<file path="src/hw/rtl/tsdc_pkg.sv">
// Package for the two-sensor direction counter.
// Holds transaction payload types, phase codes, register indexes and reset values.
// No dependencies.
package tsdc_pkg;

   localparam int unsigned SampleWidth  = 10;
   localparam int unsigned ElapsedWidth = 10;
   localparam int unsigned TimeWidth    = 16;
   localparam int unsigned CountWidth   = 32;
   localparam int unsigned PhaseWidth   = 3;
   localparam int unsigned CsrIdxWidth  = 2;
   localparam int unsigned CsrDataWidth = 16;

   // Register indexes of the configuration port
   localparam logic [CsrIdxWidth-1:0] CSR_LEVEL_THRESHOLD = 2'd0;
   localparam logic [CsrIdxWidth-1:0] CSR_DIRECTION_TMO   = 2'd1;
   localparam logic [CsrIdxWidth-1:0] CSR_HOLD            = 2'd2;

   localparam logic [SampleWidth-1:0] LEVEL_THRESHOLD_RST = 10'd300;
   localparam logic [TimeWidth-1:0]   DIRECTION_TMO_RST   = 16'd2000;
   localparam logic [TimeWidth-1:0]   HOLD_RST            = 16'd5;

   // Phase codes as seen on the result channel
   localparam logic [PhaseWidth-1:0] PHASE_CODE_IDLE  = 3'd0;
   localparam logic [PhaseWidth-1:0] PHASE_CODE_LEFT  = 3'd1;
   localparam logic [PhaseWidth-1:0] PHASE_CODE_RIGHT = 3'd2;
   localparam logic [PhaseWidth-1:0] PHASE_CODE_IN    = 3'd3;
   localparam logic [PhaseWidth-1:0] PHASE_CODE_OUT   = 3'd4;

   typedef enum logic [4:0] {
      PH_IDLE  = 5'b00001,
      PH_LEFT  = 5'b00010,
      PH_RIGHT = 5'b00100,
      PH_IN    = 5'b01000,
      PH_OUT   = 5'b10000
   } phase_type;

   typedef struct packed {
      logic [SampleWidth-1:0]  left_sample;
      logic [SampleWidth-1:0]  right_sample;
      logic [ElapsedWidth-1:0] elapsed_ms;
   } req_type;

   typedef struct packed {
      logic                         entered;
      logic                         exited;
      logic signed [CountWidth-1:0] occupancy;
      logic [PhaseWidth-1:0]        phase;
   } rsp_type;

endpackage

</file>
<file path="src/hw/rtl/two_sensor_direction_counter.sv">
// Two-sensor direction counter top level.
// Input register, phase machine and result register; uses tsdc_pkg.
//
// Takes one sample pair per transaction and returns one result per transaction.
// A transaction is held in the input register, where the phase machine
// evaluates it against the stored phase, time and count, and the result moves
// to the output register; a new transaction is accepted every cycle while the
// result side keeps up. Configuration writes take effect on the next cycle;
// make them only while no transaction is in flight.
module two_sensor_direction_counter (
   input  logic                                 clock,
   input  logic                                 reset,
   input  logic                                 req_valid,
   output logic                                 req_ready,
   input  tsdc_pkg::req_type                    req_data,
   output logic                                 rsp_valid,
   input  logic                                 rsp_ready,
   output tsdc_pkg::rsp_type                    rsp_data,
   input  logic                                 csr_wr_en,
   input  logic [tsdc_pkg::CsrIdxWidth-1:0]     csr_index,
   input  logic [tsdc_pkg::CsrDataWidth-1:0]    csr_wr_data
);

   logic [tsdc_pkg::SampleWidth-1:0] threshold_ff;
   logic [tsdc_pkg::TimeWidth-1:0]   dir_tmo_ff;
   logic [tsdc_pkg::TimeWidth-1:0]   hold_ff;

   logic              stage_valid_ff;
   tsdc_pkg::req_type stage_data_ff;
   logic              rsp_valid_ff;
   tsdc_pkg::rsp_type rsp_data_ff;
   tsdc_pkg::rsp_type rsp_data_in;

   tsdc_pkg::phase_type             phase_ff, phase_in;
   logic [tsdc_pkg::TimeWidth-1:0]  time_ff, time_in;
   logic [tsdc_pkg::CountWidth-1:0] count_ff, count_in;

   logic                            advance;
   logic                            left_blk, right_blk, left_only, right_only;
   logic [tsdc_pkg::TimeWidth:0]    time_sum;
   logic [tsdc_pkg::TimeWidth-1:0]  time_sat;
   logic                            ent, ext;
   logic [tsdc_pkg::PhaseWidth-1:0] phase_code;

   assign advance   = stage_valid_ff && (!rsp_valid_ff || rsp_ready);
   assign req_ready = !stage_valid_ff || advance;
   assign rsp_valid = rsp_valid_ff;
   assign rsp_data  = rsp_data_ff;

   always_ff @(posedge clock) begin
      if (reset) begin
         threshold_ff <= tsdc_pkg::LEVEL_THRESHOLD_RST;
         dir_tmo_ff   <= tsdc_pkg::DIRECTION_TMO_RST;
         hold_ff      <= tsdc_pkg::HOLD_RST;
      end else if (csr_wr_en) begin
         case (csr_index)
            tsdc_pkg::CSR_LEVEL_THRESHOLD: begin
               threshold_ff <= csr_wr_data[tsdc_pkg::SampleWidth-1:0];
            end
            tsdc_pkg::CSR_DIRECTION_TMO: begin
               dir_tmo_ff <= csr_wr_data;
            end
            tsdc_pkg::CSR_HOLD: begin
               hold_ff <= csr_wr_data;
            end
            default: begin
               // drop writes outside the register list
            end
         endcase
      end
   end

   always_comb begin
      left_blk   = stage_data_ff.left_sample > threshold_ff;
      right_blk  = stage_data_ff.right_sample > threshold_ff;
      left_only  = left_blk && !right_blk;
      right_only = right_blk && !left_blk;
      time_sum   = {1'b0, time_ff} +
                   {{(tsdc_pkg::TimeWidth + 1 - tsdc_pkg::ElapsedWidth){1'b0}},
                    stage_data_ff.elapsed_ms};
      time_sat   = time_sum[tsdc_pkg::TimeWidth] ? {tsdc_pkg::TimeWidth{1'b1}}
                                                 : time_sum[tsdc_pkg::TimeWidth-1:0];
      phase_in   = phase_ff;
      count_in   = count_ff;
      ent        = 1'b0;
      ext        = 1'b0;
      case (phase_ff)
         tsdc_pkg::PH_IDLE: begin
            if (left_only) begin
               phase_in = tsdc_pkg::PH_LEFT;
            end else if (right_only) begin
               phase_in = tsdc_pkg::PH_RIGHT;
            end
         end
         tsdc_pkg::PH_LEFT: begin
            if (right_only) begin
               phase_in = tsdc_pkg::PH_IN;
               ent      = 1'b1;
               count_in = count_ff + 32'd1;
            end else if (time_sat >= dir_tmo_ff) begin
               phase_in = tsdc_pkg::PH_IDLE;
            end
         end
         tsdc_pkg::PH_RIGHT: begin
            if (left_only) begin
               phase_in = tsdc_pkg::PH_OUT;
               ext      = 1'b1;
               count_in = count_ff - 32'd1;
            end else if (time_sat >= dir_tmo_ff) begin
               phase_in = tsdc_pkg::PH_IDLE;
            end
         end
         tsdc_pkg::PH_IN, tsdc_pkg::PH_OUT: begin
            if (time_sat >= hold_ff) begin
               phase_in = tsdc_pkg::PH_IDLE;
            end
         end
         default: begin
            phase_in = tsdc_pkg::PH_IDLE;
         end
      endcase
      // clear the phase timer on every transition
      time_in = (phase_in != phase_ff) ? '0 : time_sat;

      case (phase_in)
         tsdc_pkg::PH_LEFT:  phase_code = tsdc_pkg::PHASE_CODE_LEFT;
         tsdc_pkg::PH_RIGHT: phase_code = tsdc_pkg::PHASE_CODE_RIGHT;
         tsdc_pkg::PH_IN:    phase_code = tsdc_pkg::PHASE_CODE_IN;
         tsdc_pkg::PH_OUT:   phase_code = tsdc_pkg::PHASE_CODE_OUT;
         default:            phase_code = tsdc_pkg::PHASE_CODE_IDLE;
      endcase

      rsp_data_in.entered   = ent;
      rsp_data_in.exited    = ext;
      rsp_data_in.occupancy = signed'(count_in);
      rsp_data_in.phase     = phase_code;
   end

   always_ff @(posedge clock) begin
      if (reset) begin
         stage_valid_ff <= 1'b0;
         rsp_valid_ff   <= 1'b0;
         phase_ff       <= tsdc_pkg::PH_IDLE;
         time_ff        <= '0;
         count_ff       <= '0;
      end else begin
         if (req_ready) begin
            stage_valid_ff <= req_valid;
         end
         if (advance) begin
            rsp_valid_ff <= 1'b1;
            phase_ff     <= phase_in;
            time_ff      <= time_in;
            count_ff     <= count_in;
         end else if (rsp_ready) begin
            rsp_valid_ff <= 1'b0;
         end
      end
   end

   always_ff @(posedge clock) begin
      if (req_valid && req_ready) begin
         stage_data_ff <= req_data;
      end
      if (advance) begin
         rsp_data_ff <= rsp_data_in;
      end
   end

`ifndef ASSERT_OFF
   a_phase_onehot: assert property (@(posedge clock) disable iff (reset)
      $onehot(phase_ff))
      else $error("phase register lost its one-hot code");

   a_pulse_exclusive: assert property (@(posedge clock) disable iff (reset)
      rsp_valid_ff |-> !(rsp_data_ff.entered && rsp_data_ff.exited))
      else $error("entered and exited raised together");

   a_entered_phase: assert property (@(posedge clock) disable iff (reset)
      rsp_valid_ff && rsp_data_ff.entered |-> rsp_data_ff.phase == tsdc_pkg::PHASE_CODE_IN)
      else $error("entered pulse outside person in");

   a_count_inc: assert property (@(posedge clock) disable iff (reset)
      advance && ent |=> count_ff == $past(count_ff) + 32'd1)
      else $error("count did not advance on entry");

   a_stage_hold: assert property (@(posedge clock) disable iff (reset)
      stage_valid_ff && !advance |-> !req_ready)
      else $error("input register would be overwritten");
`endif

endmodule
</file>
<file path="config.mk">
export PLATFORM = sky130hd
export DESIGN_NAME = two_sensor_direction_counter
export DESIGN_NICKNAME = d
export VERILOG_FILES = /design/src/hw/rtl/tsdc_pkg.sv /design/src/hw/rtl/two_sensor_direction_counter.sv
export SDC_FILE = /design/constraint.sdc
export NUM_CORES = 1
export LEC_CHECK = 0
export BUFFER_PORTS_ARGS = -buffer_cell sky130_fd_sc_hd__buf_2
export CORE_MARGIN = 3
export CORE_UTILIZATION = 60
export DETAILED_ROUTE_END_ITERATION = 10
export GPL_TIMING_DRIVEN = 0
export PLACE_DENSITY = 0.81
export SETUP_SLACK_MARGIN = 0.05
export SYNTH_ARGS = -nofsm -noshare
export SYNTH_HDL_FRONTEND = slang
export SYNTH_SLANG_ARGS = --single-unit
</file>
<file path="constraint.sdc">
create_clock -name clock -period 5.6 [get_ports clock]
set_input_delay 0.28 -clock clock [delete_from_list [all_inputs] [get_ports clock]]
set_output_delay 0.28 -clock clock [all_outputs]
set_load 0.03 [all_outputs]
</file>
==> implementation parameters <==
Parameter                              Value

Timing
  Share of the clock period used by the worst path after layout    92.8%
  Clock Skew    9.61 ps
  Count of endpoints failing setup in the final report    0
  Highest clock frequency the design can meet    192 MHz
  Final Max Tran Viols    0
  Worst slew pin tran    1020 ps
  Final critical delay including setup and external delays    5200 ps
  Final total negative setup slack    0 ps
  Minimum hold slack    16.9 ps
  Unrepaired setup endpoints after global routing    no
  Slew headroom    31.6%
  Final Hold Violating Endpoints    0

Clock network
  Clock Root Buffer    clkbuf_16
  Buffers from clock root to sink, at most    2
  CTS tree    yes
  Clock slew seen by the registers of the worst setup and hold paths    70 ps
  CTS Hold Bufs    0
  CTS sink count    164
  Worst-Skew Late Latency    430 ps
  CTS HTree Levels    4
  CTS Buf Count    17

Routing
  Remaining number of nets flagged by the antenna check after routing    0
  DRC Markers    0
  Wirelength, routed    21.9 mm
  Vias after detailed routing    7787
  Drt first pass iters    5
  Initial drt markers    666
  Routed via count divided by cell count    6.05
  Per-cell routed wire length    17.0 um

Synth
  Simple-gate portion of the synthesized area    19.0%
  Complex-gate fraction of the synthesized area    17.5%
  XOR/XNOR Fraction of Synth Area    5.16%
  Fraction of synthesized cell area taken by the top area cell type    22.4%
  EDFF count, synth    67
  Combined area of all synthesized cells    0.00899 sq mm
  Number of flip-flops and latches in the synthesized netlist    164
  Fraction of synthesis flops using an asynchronous set or reset pin    0%
  Sequential-to-total area share from yosys stat    44.0%
  Area leader, netlist    edfxtp_1
  Mux cell area share after synthesis    0.237%
  Most frequently used flop master after synthesis    dfxtp_1
  Avg Cell Area, Syn    9.17 sq um
  Most frequent cell after synthesis    nand2_1
  Distinct cell type count after synthesis    71
  Post-Syn Instances    980
  Dominant combinational cell family by area after synthesis    simple AND/OR/NAND/NOR gates
  Most used standard cells in the synthesized netlist    124 x nand2_1, 97 x dfxtp_1, 82 x nor2_1
  Synthesis warning total    0
  Top area cells in the synthesized netlist    edfxtp_1 22%, dfxtp_1 22%, ha_1 8.9%
  Synthesized net count    1098
  Adder-cell share of the synthesized area    9.13%

Floorplan
  FP Rows    44
  Count of pins on the block boundary    92
  Die boundary height    128 um
  Die outline area    0.0165 sq mm
  Width of the die    128 um
  Core Box Area    0.0146 sq mm
  Starting Density    61.6%

Critical path
  Type of element launching the critical path    flip-flop
  Path type of the worst setup path    flip-flop to flip-flop
  Worst Setup End Kind    flip-flop
  CP Data Arrival Time    5520 ps
  Capturing instance or port of the critical path    time_ff[4]
  Cells along the critical path    ha_1, fa_1, a21o_1, a2111oi_2, o31ai_1, a21o_1, nand2b_1, clkbuf_2, nand2_1, ha_1, and3_1, o211ai_1, o21ai_0, a21oi_1, o21ai_0, o2111ai_2, and3_1, buf_2, buf_4, a22o_1
  Capturing point of the worst reg2reg path    time_ff[4]
  Slowest cell on crit path    fa_1
  Reg-to-reg slack, setup    400 ps
  Timing startpoint of the critical path    stage_data_ff[0]
  Worst flop-to-flop path startpoint    stage_data_ff[0]
  Buf/Inv on CP    3
  Dominant delay contributor by cell family on the critical path    compound AO/OA/AOI/OAI gates
  Number of gates on the worst path with buffers counted    20
  Crit path required time    5920 ps
  Largest fanout on the critical path    10
  FF-to-FF path depth    20
  Max stage delay on crit path    410 ps

Outcome
  Result of the run    complete, no violations

Global routing
  Vias in the first global route    7127
  Maximum number of pins on one net before global-route repair    38
  Number of antenna violations at the first check in global routing    2
  Total track usage    26.6%
  Wire length of the first global-routing pass    35.1 mm
  Total congestion overflow after global routing    0

Placement
  IO buf count    90
  Cell total after placement    1255
  Estimated wirelength of the detail-placed design    15.5 mm
  Placer Congestion    0.975

Finish
  Filler Cell Count    1121
  Net count of the finished layout    1209
  Number of standard cells in the layout, taps in and fillers out    1288
  Fraction of layout cells with a size suffix above 1    14.2%
  Area growth from synthesis to layout    14.9%
  Post-route core utilization    70.8%
  Antenna cell count    0

Flow run
  Maximum Capacitance Violations    0

Power
  Pwr/cell area    272 mW/mm^2
  Worst supply voltage drop on vdd    0.000345 V
  Post-route total power    2.81 mW
  Static power due to leakage    4.34 nW

Min path
  Min-delay worst type    input pin to flip-flop
## flip-flops by register name, indices dropped and copies added, names as in the netlist, 5 cells and up
signal,count
rsp_data,37
count_ff,32
stage_data_ff,30
dir_tmo_ff,16
hold_ff,16
time_ff,16
threshold_ff,10
phase_ff,5
## kinds of logic (layout without fill, tap and decap cells)
logic type      Yosys count  count (layout)
flops                   164             164
simple gates            358             358
fa+ha+maj                65              65
mux                       2               2
xor+xnor                 53              53
buf+inv                 112             236
compound gates          226             226
## repair_timing
action	CTS	global route
buffers inserted	0	1
endpoints found under the setup margin	16	16
resized for setup	4	4
pin swaps	0	1
hold endpoints to repair	0	0
## power breakdown
part           total, mW  internal, mW  switching (mW)
Combinational      0.356         0.124           0.232
Clock               1.15         0.653           0.498
Sequential          1.30          1.29          0.0176
Total               2.81          2.06           0.747
## layout by cell type (no fill, tap or decap), types with 4 or more instances in the layout
cell / synthesis / routed
nor2b_1: 4 / 4
inv_1: 57 / 57
nand2b_1: 8 / 8
or4_1: 9 / 9
o22ai_1: 4 / 4
dfxtp_1: 97 / 97
nor2_1: 82 / 82
buf_1: 9 / 9
a21o_1: 10 / 10
ha_1: 64 / 64
o21a_1: 4 / 4
nor4_1: 5 / 5
nand4_1: 16 / 16
o32a_1: 4 / 4
nand3_1: 40 / 40
clkbuf_1: 32 / 31
or2_2: 4 / 4
edfxtp_1: 67 / 67
o211ai_1: 23 / 23
and4_1: 5 / 5
a31oi_1: 5 / 5
buf_2: 10 / 100
a211oi_1: 13 / 12
and3_1: 18 / 18
o32ai_1: 5 / 5
clkbuf_16: 0 / 20
o21ai_0: 28 / 28
or3_1: 12 / 12
nand2_1: 124 / 124
xor2_1: 27 / 27
xnor2_1: 26 / 26
a22o_1: 15 / 15
o2111ai_1: 8 / 7
inv_4: 0 / 4
a21oi_1: 64 / 63
a32oi_1: 4 / 4
nor3_1: 14 / 14
## per-stage QoR
stage | worst slack (ps) | cell area (sq um)
3_3_place_gp | -616 | 9670
3_5_place_dp | -540 | 9690
4_1_cts | 102 | 10300
5_1_grt | 87.1 | 10300
2_1_floorplan | 631 | 8990
6_report | 403 | 10300
## area by class of cell
class	count	area [sq um]	share of cell area (%)
well taps	184	230	2.23
flip-flops and latches	164	3950	38.3
plain buffers	53	225	2.18
inverters	59	221	2.14
repair buffers	92	478	4.63
clock inverters	11	83.8	0.812
clock buffers	21	504	4.88
multi-input cells	704	4630	44.8
## per-layer routing
metal  part of all wire [%]  track usage [%]  wire, um
met3                    7.5             5.73      1640
met5                  0.096                0        21
met4                    1.6             7.93       352
met1                     45             37.4      9920
met2                     45             41.7      9940
## worst min-delay path by stage
stage                   startpoint                end  depth (start not counted)
finish                req_data[12]  stage_data_ff[12]                          1
global route          req_data[12]  stage_data_ff[12]                          1
CTS                   req_data[12]  stage_data_ff[12]                          1
detailed placement  dir_tmo_ff[15]     dir_tmo_ff[15]                          2
global placement        hold_ff[9]         hold_ff[9]                          2
floorplan              req_data[0]   stage_data_ff[0]                          0
Note: power is estimated with default switching activity, not from simulation.
